## src/vts_pkg.sv

```systemverilog
// Package for the vertex to screen transform: shared widths, reset values,
// register and mode codes, and the sequencer state type.
// No dependencies; every other file in src imports it.
`default_nettype none

package vts_pkg;

   localparam int DATA_W            = 32;
   localparam int FRAC_BITS_DEFAULT = 16;
   localparam int SCREEN_W          = 13;
   localparam int OUT_W             = 16;
   localparam int ENTRY_IDX_W       = 5;
   localparam int CSR_ADDR_W        = 3;
   localparam int ROW_RES_N         = 8;

   localparam logic [SCREEN_W-1:0] SCREEN_WIDTH_RESET  = 13'd640;
   localparam logic [SCREEN_W-1:0] SCREEN_HEIGHT_RESET = 13'd480;

   // Request modes.
   localparam logic MODE_LOAD  = 1'b0;
   localparam logic MODE_POINT = 1'b1;

   // Register index as seen on address bit 2.
   localparam logic CSR_IDX_WIDTH  = 1'b0;
   localparam logic CSR_IDX_HEIGHT = 1'b1;

   typedef enum logic [3:0] {
      ST_IDLE,
      ST_MAC,
      ST_DRAIN,
      ST_DIV_X,
      ST_DIV_Y,
      ST_VPORT_X,
      ST_VPORT_Y,
      ST_FINISH,
      ST_RESULT
   } state_type;

endpackage

`default_nettype wire

```

## src/vts_divider.sv

```systemverilog
// Bit-serial signed divider with the quotient truncated toward zero.
// Depends on vts_pkg for the denominator width.
`default_nettype none

module vts_divider
   import vts_pkg::*;
#(
   parameter int NUM_W = DATA_W + FRAC_BITS_DEFAULT
) (
   input  wire                       clock,
   input  wire                       reset,
   input  wire                       start,
   input  wire  signed [NUM_W-1:0]   numerator,
   input  wire  signed [DATA_W-1:0]  denominator,
   output logic                      done,
   output logic signed [NUM_W:0]     quotient
);

   localparam int CNT_W = $clog2(NUM_W);
   localparam logic [CNT_W-1:0] CNT_LAST = CNT_W'(NUM_W - 1);

   logic              active_ff, active_in;
   logic              done_ff, done_in;
   logic [CNT_W-1:0]  count_ff, count_in;
   logic [NUM_W-1:0]  quo_ff, quo_in;
   logic [DATA_W-1:0] rem_ff, rem_in;
   logic [DATA_W-1:0] den_ff, den_in;
   logic              neg_ff, neg_in;

   logic [NUM_W-1:0]  num_mag;
   logic [DATA_W-1:0] den_mag;
   logic [DATA_W:0]   shifted;
   logic [DATA_W:0]   diff;
   logic              fits;

   always_comb begin
      num_mag = numerator[NUM_W-1] ?
                (~numerator + {{(NUM_W-1){1'b0}}, 1'b1}) : numerator;
      den_mag = denominator[DATA_W-1] ?
                (~denominator + {{(DATA_W-1){1'b0}}, 1'b1}) : denominator;
      shifted = {rem_ff, quo_ff[NUM_W-1]};
      diff    = shifted - {1'b0, den_ff};
      fits    = (shifted >= {1'b0, den_ff});

      active_in = active_ff;
      done_in   = 1'b0;
      count_in  = count_ff;
      quo_in    = quo_ff;
      rem_in    = rem_ff;
      den_in    = den_ff;
      neg_in    = neg_ff;

      if (start) begin
         active_in = 1'b1;
         count_in  = '0;
         quo_in    = num_mag;
         rem_in    = '0;
         den_in    = den_mag;
         neg_in    = numerator[NUM_W-1] ^ denominator[DATA_W-1];
      end else if (active_ff) begin
         // Restoring step: one quotient bit per cycle, MSB first.
         rem_in   = fits ? diff[DATA_W-1:0] : shifted[DATA_W-1:0];
         quo_in   = {quo_ff[NUM_W-2:0], fits};
         count_in = count_ff + 1'b1;
         if (count_ff == CNT_LAST) begin
            active_in = 1'b0;
            done_in   = 1'b1;
         end
      end
   end

   always_ff @(posedge clock) begin
      if (reset) begin
         active_ff <= 1'b0;
         done_ff   <= 1'b0;
         count_ff  <= '0;
      end else begin
         active_ff <= active_in;
         done_ff   <= done_in;
         count_ff  <= count_in;
      end
      quo_ff <= quo_in;
      rem_ff <= rem_in;
      den_ff <= den_in;
      neg_ff <= neg_in;
   end

   assign done     = done_ff;
   assign quotient = neg_ff ? -$signed({1'b0, quo_ff}) : $signed({1'b0, quo_ff});

   a_no_restart : assert property (@(posedge clock) disable iff (reset)
      start |-> !active_ff)
      else $error("divider started while a divide is running");

   a_done_pulse : assert property (@(posedge clock) disable iff (reset)
      done_ff |=> !done_ff)
      else $error("divider done held for more than one cycle");

   a_rem_bound : assert property (@(posedge clock) disable iff (reset)
      (active_ff && count_ff != '0) |-> (rem_ff < den_ff))
      else $error("partial remainder not below the divisor");

endmodule

`default_nettype wire

```

## config.mk

```make
export PLATFORM = sky130hd
export DESIGN_NAME = vts_divider
export DESIGN_NICKNAME = d
export VERILOG_FILES = /design/src/vts_pkg.sv /design/src/vts_divider.sv
export SDC_FILE = /design/constraint.sdc
export NUM_CORES = 1
export LEC_CHECK = 0
export BUFFER_PORTS_ARGS = -buffer_cell sky130_fd_sc_hd__buf_2
export CAP_MARGIN = 40
export CORE_AREA = 2 2 133 161
export DETAILED_ROUTE_END_ITERATION = 10
export DIE_AREA = 0 0 135 163
export PLACE_DENSITY_LB_ADDON = 0.1
export SLEW_MARGIN = 5
export SYNTH_ARGS = -nofsm -noshare
export SYNTH_HDL_FRONTEND = slang
export SYNTH_SLANG_ARGS = --single-unit
```

## constraint.sdc

```tcl
create_clock -name clock -period 6.75 [get_ports clock]
set_input_delay 0.675 -clock clock [delete_from_list [all_inputs] [get_ports clock]]
set_output_delay 0.675 -clock clock [all_outputs]
set_load 0.02 [all_outputs]
```

==> flow_summary.json, run 1 <==
{
  "pin_count_of_the_biggest_net_entering_global_routing": 61,
  "worst-path-stages": 9,
  "avg_wl_per_cell_um": 15.9,
  "cpMostUsedCell": "sky130_fd_sc_hd__or3_1",
  "netlist-cell-type-count": 66,
  "primary_ff_master_synth": "sky130_fd_sc_hd__edfxtp_1",
  "critical-path-max-stage-delay_ns": 0.53,
  "syn_nets": 1173,
  "synth-async-reset-ratio": 0,
  "core_area_um2": 20600,
  "num-nets-final": 1279,
  "io_buffers": 132,
  "drt-vias-per-instance": 5.50,
  "postSynthCellCount": 1053,
  "timing_worst_slew_pin_value_ns": 0.806,
  "worst_r2r_endpoint": "rem_ff[15]",
  "area_after_detailed_placement_um2": 9990,
  "final_core_util": 0.515,
  "drv.max_cap_violation_count": 0,
  "final-setup-viol-count": 0,
  "root_driver": "sky130_fd_sc_hd__clkbuf_16",
  "clock_insertion_delay_at_the_later_pin_of_the_skew_report_ns": 0.42,
  "count_of_final_max_slew_check_failures": 0,
  "min-delay-path-class": "in -> reg",
  "htreeDepth": 4,
  "path_max_fanout": 8,
  "first_pass_iteration_count_of_the_detailed_router": 5,
  "timing.critical_path.from": "quo_ff[14]",
  "grtUsageTotal": 0.210,
  "ant_nets": 0,
  "timing.critical_path.from_type": "flip-flop",
  "setup_tns_ns": 0,
  "timing.reg2reg.worst_path_depth": 12,
  "p_per_area_nw_per_um2": 244,
  "grt_antenna_before_repair": 0,
  "regToRegSetupSlack_ns": 3.09,
  "fmaxAchievable_mhz": 219,
  "synth-seq-area-share": 0.355,
  "drt_wl_total_um": 22900,
  "finClkSkew_ns": 0.00830,
  "die-height_um": 163,
  "worst_r2r_startpoint": "den_ff[18]",
  "seq_cells_post_synth": 121,
  "grt_pass1_wl_um": 37200,
  "power.leakage_nw": 4.17,
  "route.detailed.drc": 0,
  "cp_top_family": "simple AND/OR/NAND/NOR gates",
  "tritoncts_buffers": 17,
  "critPathKind": "reg -> out",
  "outcome": "completed",
  "grt_setup_unrepaired": "no",
  "grt_pass1_vias": 7454,
  "areaGrowthSynthToFinish_pct": 16.5,
  "cts.sinks": 121,
  "ctsLongestPathBuffers": 2,
  "timing.final.crit_period_ns": 4.58,
  "placed_wire_length_estimate_um": 17000,
  "synth-warning-count": 0,
  "critPathSlowestCell": "sky130_fd_sc_hd__or3_1",
  "required_ns": 6.07,
  "effective_utilization_at_floorplan": 0.442,
  "crit_path_end_kind": "output pin",
  "synth_area_um2": 9110,
  "clk_pin_slew_worst_paths_ns": 0.06,
  "synth-edff-count": 81,
  "syn_avg_cell_area_um2": 8.65,
  "worstPathCellList": "or3_1 > or3_1 > nor3_1 > nand4_1 > or3_1 > or4_1 > o31ai_2 > xnor2_1 > buf_2",
  "post_cts_buffers": 0,
  "tritoncts": "yes",
  "dr_total_vias": 7931,
  "maxSlewHeadroom": 0.457,
  "worst_ir_drop_vdd_uv": 181,
  "grt_overflow": 0,
  "dieArea_um2": 22000,
  "worst_ep_arrival_time_ns": 3.90,
  "row_count": 58,
  "hold_fails_final_rpt": 0,
  "dr.first_iter.drc_count": 575,
  "cts.hold.buffers_added": 0,
  "final_cell_area_um2": 10600,
  "cp_num_buf_inv": 1,
  "total_power_w": 0.00259,
  "io-pin-count": 133,
  "post_route_cells_drive_above_1_share": 0.167,
  "layout_worst_path_cycle_share": 0.678,
  "gp_congestion": 0.857,
  "fin_hold_ws_ns": 0.434,
  "worstSetupEndpoint": "quotient[36]",
  "antennaDiodeCount": 0,
  "cts_resized": 0,
  "dieWidth_um": 135
}
## power breakdown
part           internal, W  switching, W  total (W)  leakage [nW]
clock             0.000618      0.000352   0.000969         0.291
sequential        0.000876     0.0000603   0.000937          1.12
combinational     0.000271      0.000415   0.000685          2.75
## routing by layer
metal / share of wire / vias up / track usage
met4: 0.016 / 0 / 0.0644
met1: 0.46 / 3646 / 0.277
li1: - / 4055 / -
met2: 0.47 / 204 / 0.359
met3: 0.044 / 26 / 0.0289
met5: 0 / - / 0
## cell usage after synthesis, types with 4 or more instances
cell type                  instances  area share
sky130_fd_sc_hd__nand4_1          14      0.0096
sky130_fd_sc_hd__inv_1            53       0.022
sky130_fd_sc_hd__mux2i_1          11       0.012
sky130_fd_sc_hd__o211ai_1          4      0.0033
sky130_fd_sc_hd__o41ai_1          19       0.018
sky130_fd_sc_hd__xor2_1           56       0.054
sky130_fd_sc_hd__nor2b_1           8      0.0055
sky130_fd_sc_hd__nand3_1          18      0.0099
sky130_fd_sc_hd__dfxtp_1          40       0.088
sky130_fd_sc_hd__nor3_1           20       0.011
sky130_fd_sc_hd__a21o_1           11      0.0091
sky130_fd_sc_hd__a21oi_1          90       0.049
sky130_fd_sc_hd__or2_2             9      0.0062
sky130_fd_sc_hd__o31ai_1          40       0.033
sky130_fd_sc_hd__ha_1             36       0.049
sky130_fd_sc_hd__a32oi_1           4      0.0038
sky130_fd_sc_hd__o21a_1            5      0.0041
sky130_fd_sc_hd__nor4_1            8      0.0055
sky130_fd_sc_hd__edfxtp_1         81        0.27
sky130_fd_sc_hd__a31oi_1           6      0.0041
sky130_fd_sc_hd__a21boi_0          6      0.0049
sky130_fd_sc_hd__nand2b_1         12      0.0082
sky130_fd_sc_hd__and2_1            4      0.0027
sky130_fd_sc_hd__or4_1            17       0.014
sky130_fd_sc_hd__nor2_1          117       0.048
sky130_fd_sc_hd__mux2_2            5      0.0062
sky130_fd_sc_hd__nand2_1          72       0.030
sky130_fd_sc_hd__o21ai_0          62       0.034
sky130_fd_sc_hd__or3_1            15       0.010
sky130_fd_sc_hd__a211oi_1         21       0.017
sky130_fd_sc_hd__clkbuf_1         45       0.019
sky130_fd_sc_hd__xnor2_1          89       0.086
## area by class of cell
cell class	count	area (um^2)
Tap cell	270	338
Clock buffer	17	425
Sequential cell	121	3230
Multi-Input combinational cell	825	5460
Fill cell	2016	10000
Inverter	54	203
Timing Repair Buffer	140	756
Clock inverter	15	198
## per-stage QoR
| stage | setup WS [ns] | std cells |
|---|---|---|
| 3_5_place_dp | 2.59 | 1410 |
| 4_1_cts | 2.12 | 1442 |
| 6_report | 2.17 | 1442 |
| 3_3_place_gp | 2.65 | 1408 |
| 2_1_floorplan | 3.04 | 1053 |
| 5_1_grt | 1.97 | 1442 |
## kinds of logic after synthesis
| family | share of synthesized area |
|---|---|
| multiplexers | 0.0183 |
| buffers and inverters | 0.0468 |
| AND/OR/NAND/NOR | 0.174 |
| XOR/XNOR | 0.139 |
| flip-flops | 0.355 |
| adder cells (fa/ha/maj) | 0.0517 |
| AO/OA/AOI/OAI | 0.214 |
## worst min-delay path by stage
| stage | from | end | slack, ns | depth (start not counted) |
|---|---|---|---|---|
| 2_1_floorplan | rem_ff[25] | rem_ff[25] | 0.44 | 2 |
| 3_3_place_gp | rem_ff[25] | rem_ff[25] | 0.46 | 2 |
| 3_5_place_dp | rem_ff[25] | rem_ff[25] | 0.46 | 2 |
| 4_1_cts | reset | active_ff | 0.42 | 2 |
| 5_1_grt | reset | active_ff | 0.43 | 2 |
| 6_report | reset | active_ff | 0.43 | 2 |
## placed cells by master, fill, tap and decap left out, types with 6 or more instances in the layout
cell type / Yosys / layout
sky130_fd_sc_hd__buf_2: 1 / 131
sky130_fd_sc_hd__nor2_1: 117 / 117
sky130_fd_sc_hd__a21oi_1: 90 / 90
sky130_fd_sc_hd__xnor2_1: 89 / 89
sky130_fd_sc_hd__edfxtp_1: 81 / 81
sky130_fd_sc_hd__nand2_1: 72 / 72
sky130_fd_sc_hd__o21ai_0: 62 / 62
sky130_fd_sc_hd__xor2_1: 56 / 56
sky130_fd_sc_hd__inv_1: 53 / 52
sky130_fd_sc_hd__o31ai_1: 40 / 40
sky130_fd_sc_hd__dfxtp_1: 40 / 40
sky130_fd_sc_hd__ha_1: 36 / 36
sky130_fd_sc_hd__a211oi_1: 21 / 21
sky130_fd_sc_hd__nor3_1: 20 / 20
sky130_fd_sc_hd__o41ai_1: 19 / 19
sky130_fd_sc_hd__nand3_1: 18 / 18
sky130_fd_sc_hd__or4_1: 17 / 17
sky130_fd_sc_hd__clkbuf_16: 0 / 17
sky130_fd_sc_hd__or3_1: 15 / 15
sky130_fd_sc_hd__nand4_1: 14 / 14
sky130_fd_sc_hd__nand2b_1: 12 / 12
sky130_fd_sc_hd__mux2i_1: 11 / 11
sky130_fd_sc_hd__a21o_1: 11 / 11
sky130_fd_sc_hd__or2_2: 9 / 9
sky130_fd_sc_hd__nor4_1: 8 / 8
sky130_fd_sc_hd__nor2b_1: 8 / 8
sky130_fd_sc_hd__buf_4: 1 / 7
sky130_fd_sc_hd__a21boi_0: 6 / 6
sky130_fd_sc_hd__a31oi_1: 6 / 6
## sequential cells by signal, indices dropped and copies added, names as in the netlist
name       count
den_ff        32
quo_ff        48
count_ff       6
rem_ff        32
active_ff      1
done           1
neg_ff         1
(Power assumes the default switching activity.)
==> inputs of run 2 (changes only) <==
- ABC_AREA: unset -> 1
- CORE_AREA: 2 2 133 161 -> 2 2 149 181
- DIE_AREA: 0 0 135 163 -> 0 0 151 183
- clock period: 6.75 -> 4.8 ns (I/O delays scaled with it)
==> flow_summary.json, run 2 <==
{
  "drt-vias-per-instance": 5.10,
  "timing.reg2reg.worst_path_depth": 14,
  "worst_ir_drop_vdd_uv": 167,
  "cts_resized": 0,
  "cts.sinks": 121,
  "synth_largest_area_cell": "sky130_fd_sc_hd__edfxtp_1",
  "finClkSkew_ns": 0.0121,
  "dieWidth_um": 151,
  "largest_registers": "quo_ff: 48 flops, den_ff: 32 flops, rem_ff: 32 flops",
  "pwr-share-comb": 0.248,
  "io_buffers": 132,
  "ctsLongestPathBuffers": 2,
  "grt_pass1_vias": 12026,
  "pin_count_of_the_biggest_net_entering_global_routing": 67,
  "drv.max_cap_violation_count": 0,
  "io-pin-count": 133,
  "htreeDepth": 4,
  "effective_utilization_at_floorplan": 0.444,
  "crit_path_end_kind": "output pin",
  "power.leakage_nw": 6.65,
  "top_register": "quo_ff",
  "largest_register_ffs": 48,
  "timing.final.crit_period_ns": 3.38,
  "power.internal_w": 0.00242,
  "required_ns": 4.32,
  "commonest_cells_in_the_netlist": "614 x sky130_fd_sc_hd__nand2_1, 309 x sky130_fd_sc_hd__inv_1, 211 x sky130_fd_sc_hd__nor2_1",
  "layout_worst_path_cycle_share": 0.705,
  "num-nets-final": 2112,
  "clk_pin_slew_worst_paths_ns": 0.06,
  "tritoncts": "yes",
  "fmaxAchievable_mhz": 295,
  "critPathKind": "reg -> out",
  "grt_pass1_wl_um": 61700,
  "syn_nets": 1992,
  "grt_antenna_before_repair": 0,
  "postSynthCellCount": 1872,
  "synth_area_um2": 11500,
  "route.detailed.drc": 0,
  "netlist-cell-type-count": 41,
  "power.share.switching": 0.330,
  "setup_tns_ns": 0,
  "drt_wl_total_um": 39500,
  "outcome": "completed",
  "fill_cells": 2874,
  "core_area_um2": 25900,
  "row_count": 65,
  "post_cts_buffers": 0,
  "grt_overflow": 0,
  "grtUsageTotal": 0.293,
  "synth-edff-count": 81,
  "placed_wire_length_estimate_um": 32000,
  "die-height_um": 183,
  "post_route_cells_drive_above_1_share": 0.101,
  "gp_congestion": 0.963,
  "min-delay-path-class": "in -> reg",
  "synth-async-reset-ratio": 0,
  "layout.cells.most_common_list": "614 x sky130_fd_sc_hd__nand2_1, 308 x sky130_fd_sc_hd__inv_1, 210 x sky130_fd_sc_hd__nor2_1",
  "cts.hold.buffers_added": 0,
  "sequential_power_share": 0.354,
  "avg_wl_per_cell_um": 16.9,
  "synth.area.top_cells": "sky130_fd_sc_hd__edfxtp_1 21%, sky130_fd_sc_hd__nand2_1 20%, sky130_fd_sc_hd__inv_1 10%, sky130_fd_sc_hd__nand3_1 7.1%, sky130_fd_sc_hd__dfxtp_1 7.0%",
  "root_driver": "sky130_fd_sc_hd__clkbuf_16",
  "dr_total_vias": 11940,
  "hold_fails_final_rpt": 0,
  "timing.hold.worst_path_depth": 4,
  "switchingPower_w": 0.00119,
  "synth-warning-count": 0,
  "worst_ep_arrival_time_ns": 2.90,
  "maxSlewHeadroom": 0.475,
  "tritoncts_buffers": 17,
  "power_frac_clock": 0.398,
  "timing_worst_slew_pin_value_ns": 0.785,
  "clock_insertion_delay_at_the_later_pin_of_the_skew_report_ns": 0.43,
  "timing.critical_path.from_type": "flip-flop",
  "areaGrowthSynthToFinish_pct": 14.4,
  "netlist.area_leader.share": 0.212,
  "dieArea_um2": 27600,
  "layout_commonest_cell": "sky130_fd_sc_hd__nand2_1",
  "p_per_area_nw_per_um2": 275,
  "antennaDiodeCount": 0,
  "grt_setup_unrepaired": "no",
  "dr.first_iter.drc_count": 559,
  "syn_avg_cell_area_um2": 6.14,
  "total_power_w": 0.00361,
  "synth_most_common_cell": "sky130_fd_sc_hd__nand2_1",
  "first_pass_iteration_count_of_the_detailed_router": 5,
  "primary_ff_master_synth": "sky130_fd_sc_hd__edfxtp_1",
  "path_max_fanout": 6,
  "ant_nets": 0,
  "synth-seq-area-share": 0.281,
  "seq_cells_post_synth": 121,
  "count_of_final_max_slew_check_failures": 0,
  "final-setup-viol-count": 0
}
[run 2: changes by cell type after synthesis, sizes merged, moves of 30 or more]
cell and change:
nand3 +151, o21ai +30, nor2 +102, nand2 +550, a21oi -59, o31ai -38, xnor2 -54, inv +256
[run 2: kinds of logic after synthesis]
group	Yosys count	share of synthesized area
simple gates	1109	0.409
compound gates	140	0.0647
buf+inv	353	0.119
xor+xnor	112	0.0853
flops	121	0.281
fa+ha+maj	37	0.0409
[run 2: cell type report]
cell class                      count  area (um^2)  share of cell area
Timing Repair Buffer              143          783              0.0596
Tap cell                          335          419              0.0319
Multi-Input combinational cell   1398         6900               0.524
Clock inverter                     14          221              0.0168
Sequential cell                   121         3230               0.246
Clock buffer                       18          429              0.0326
Inverter                          311         1170              0.0888
[run 2: worst max-delay path, cell delays in order, from the launching register on]
cell,delay [ns]
sky130_fd_sc_hd__edfxtp_1,0.49
sky130_fd_sc_hd__inv_1,0.16
sky130_fd_sc_hd__ha_1,0.23
sky130_fd_sc_hd__nand3_1,0.21
sky130_fd_sc_hd__nor2_4,0.28
sky130_fd_sc_hd__nand4_1,0.14
sky130_fd_sc_hd__nand2b_1,0.23
sky130_fd_sc_hd__nor2_1,0.16
sky130_fd_sc_hd__nand2_1,0.06
sky130_fd_sc_hd__nand2_1,0.08
sky130_fd_sc_hd__xor2_1,0.22
sky130_fd_sc_hd__buf_2,0.21
[run 2: routing by layer]
layer	routed length [um]	part of all wire	GRT usage	vias to the layer above
met2	21200	0.54	0.569	265
met5	0	0	0	-
met1	14900	0.38	0.296	5434
li1	-	-	-	6133
met4	2240	0.057	0.160	0
met3	1170	0.030	0.0373	108
[run 2: power groups by stage]
stage          logic, W  clock network (W)  registers [W]
6_report       0.000896            0.00144        0.00128
5_1_grt        0.000992            0.00149        0.00129
4_1_cts        0.000900            0.00146        0.00127
3_5_place_dp   0.000894                  0        0.00130
3_3_place_gp   0.000889                  0        0.00129
2_1_floorplan  0.000584                  0        0.00128
[run 2: final timing paths]
path	endpoint	from	slack [ns]
max	quotient[24]	quo_ff[0]	1.42
min	active_ff	reset	0.31
max reg2reg	quo_ff[0]	den_ff[7]	1.82
min reg2reg	rem_ff[10]	rem_ff[10]	0.47
[run 2: metrics by stage]
| stage | area [um^2] | std cells | hold slack [ns] | util | setup slack [ns] |
|---|---|---|---|---|---|
| 6_report | 13200 | 2340 | 0.307 | 0.508 | 1.42 |
| 5_1_grt | 13200 | 2340 | 0.317 | 0.508 | 1.27 |
| 4_1_cts | 13200 | 2340 | 0.296 | 0.508 | 1.46 |
| 3_5_place_dp | 12500 | 2308 | 0.464 | 0.483 | 1.77 |
| 3_3_place_gp | 12400 | 2306 | 0.456 | 0.481 | 1.75 |
| 2_1_floorplan | 11500 | 1872 | 0.444 | - | 1.92 |
==> inputs of run 3 (changes only) <==
- clock period: 4.8 -> 2.85 ns (I/O delays scaled with it)
==> flow_summary.json, run 3 (synthesis gave the netlist of run 2 again) <==
{
  "grt_pass1_wl_um": 60400,
  "layout.cells.most_common_list": "613 x sky130_fd_sc_hd__nand2_1, 304 x sky130_fd_sc_hd__inv_1, 195 x sky130_fd_sc_hd__nor2_1",
  "critPathKind": "reg -> out",
  "die-height_um": 183,
  "gp_congestion": 0.981,
  "count_of_final_max_slew_check_failures": 0,
  "antennaDiodeCount": 0,
  "grt_overflow": 0,
  "outcome": "completed",
  "effective_utilization_at_floorplan": 0.444,
  "worstPathCellList": "nor2_2 > nand3_1 > nor2_2 > nand3_2 > nor2_2 > nand2_2 > o21ai_4 > nand2_1 > xor2_1 > buf_2",
  "areaGrowthSynthToFinish_pct": 17.0,
  "row_count": 65,
  "placed_wire_length_estimate_um": 31600,
  "cp_top_family": "simple AND/OR/NAND/NOR gates",
  "num-nets-final": 2141,
  "timing.final.crit_period_ns": 2.76,
  "use_met3": 0.0346,
  "ctsLongestPathBuffers": 2,
  "grt_pass1_vias": 11915,
  "top_register": "quo_ff",
  "dieWidth_um": 151,
  "timing_worst_slew_pin_value_ns": 0.712,
  "tritoncts": "yes",
  "largest_register_ffs": 48,
  "drt-vias-per-instance": 5.12,
  "route.detailed.drc": 0,
  "post_route_cells_drive_above_1_share": 0.129,
  "final-setup-viol-count": 0,
  "clock_insertion_delay_at_the_later_pin_of_the_skew_report_ns": 0.43,
  "dr_total_vias": 12123,
  "dr.first_iter.drc_count": 645,
  "first_pass_iteration_count_of_the_detailed_router": 5,
  "cts.sinks": 121,
  "grt_antenna_before_repair": 0,
  "layout_commonest_cell": "sky130_fd_sc_hd__nand2_1",
  "core_area_um2": 25900,
  "power.leakage_nw": 6.79,
  "avg_wl_per_cell_um": 16.4,
  "drt_wl_total_um": 38900,
  "routing_usage_on_met2": 0.519,
  "crit_path_end_kind": "output pin",
  "maxSlewHeadroom": 0.522,
  "finClkSkew_ns": 0.0134,
  "required_ns": 2.57,
  "min-delay-path-class": "in -> reg",
  "timing.critical_path.from_type": "flip-flop",
  "layoutNonFillerInstCount": 2369,
  "hold_fails_final_rpt": 0,
  "htreeDepth": 4,
  "cp_num_buf_inv": 1,
  "tritoncts_buffers": 17,
  "grt.busiest_layer": "met2",
  "cts.hold.buffers_added": 0,
  "p_per_area_nw_per_um2": 442,
  "fmaxAchievable_mhz": 362,
  "groute.layer.met1.usage": 0.312,
  "io-pin-count": 133,
  "layout_worst_path_cycle_share": 0.970,
  "clk_pin_slew_worst_paths_ns": 0.06,
  "pin_count_of_the_biggest_net_entering_global_routing": 44,
  "io_buffers": 132,
  "dp.cells": 2328,
  "largest_registers": "quo_ff: 48 flops, den_ff: 32 flops, rem_ff: 32 flops",
  "cpMostUsedCell": "sky130_fd_sc_hd__nor2_2",
  "dieArea_um2": 27600,
  "path_max_fanout": 7,
  "worst_ep_arrival_time_ns": 2.48,
  "root_driver": "sky130_fd_sc_hd__clkbuf_16",
  "ant_nets": 0,
  "critPathSlowestCell": "sky130_fd_sc_hd__edfxtp_1",
  "worst_ir_drop_vdd_uv": 279,
  "critical-path-max-stage-delay_ns": 0.50,
  "drv.max_cap_violation_count": 0,
  "setup_tns_ns": 0,
  "grtUsageTotal": 0.286
}
## run 3: cell type report
| type | count | area, um^2 |
|---|---|---|
| Fill cell | 2789 | 12400 |
| Multi-Input combinational cell | 1398 | 7020 |
| Sequential cell | 121 | 3230 |
| Inverter | 311 | 1170 |
| Timing Repair Buffer | 172 | 1010 |
| Clock buffer | 19 | 464 |
| Tap cell | 335 | 419 |
| Clock inverter | 13 | 130 |
## run 3: power by group
group          internal, W  total [W]  switching (W)
sequential         0.00204    0.00216       0.000120
clock              0.00130    0.00220       0.000905
combinational     0.000516    0.00157        0.00106
total              0.00386    0.00594        0.00208
## run 3: stage by stage
stage	total power (W)	setup WS [ns]	util	hold WS, ns	area [um^2]
global placement	0.00370	0.161	0.487	0.455	12600
CTS	0.00593	-0.0143	0.515	0.0656	13300
global route	0.00622	-0.0200	0.520	0.0768	13400
detailed placement	0.00371	0.219	0.489	0.462	12700
floorplan	0.00314	0.162	-	0.384	11500
finish	0.00594	0.0858	0.520	0.0778	13400
## run 3: worst paths after layout
path         slack [ns]  depth (start not counted)            to            from
max                0.09                         10  quotient[31]       quo_ff[5]
min                0.08                          1     den_ff[0]  denominator[0]
max reg2reg        0.29                         15    rem_ff[18]      quo_ff[47]
min reg2reg        0.47                          2    rem_ff[13]      rem_ff[13]
## run 3: timing repair
| item | CTS | global route |
|---|---|---|
| pin swaps | 2 | 4 |
| setup buffers | 4 | 5 |
| endpoints found under the hold margin | 0 | 0 |
| setup endpoints to repair | 13 | 20 |
| gates resized for setup | 9 | 31 |
## run 3: layer usage
layer	share of wire	vias up
met5	0	-
met4	0.065	0
met3	0.034	114
met2	0.51	323
met1	0.39	5496
li1	-	6190
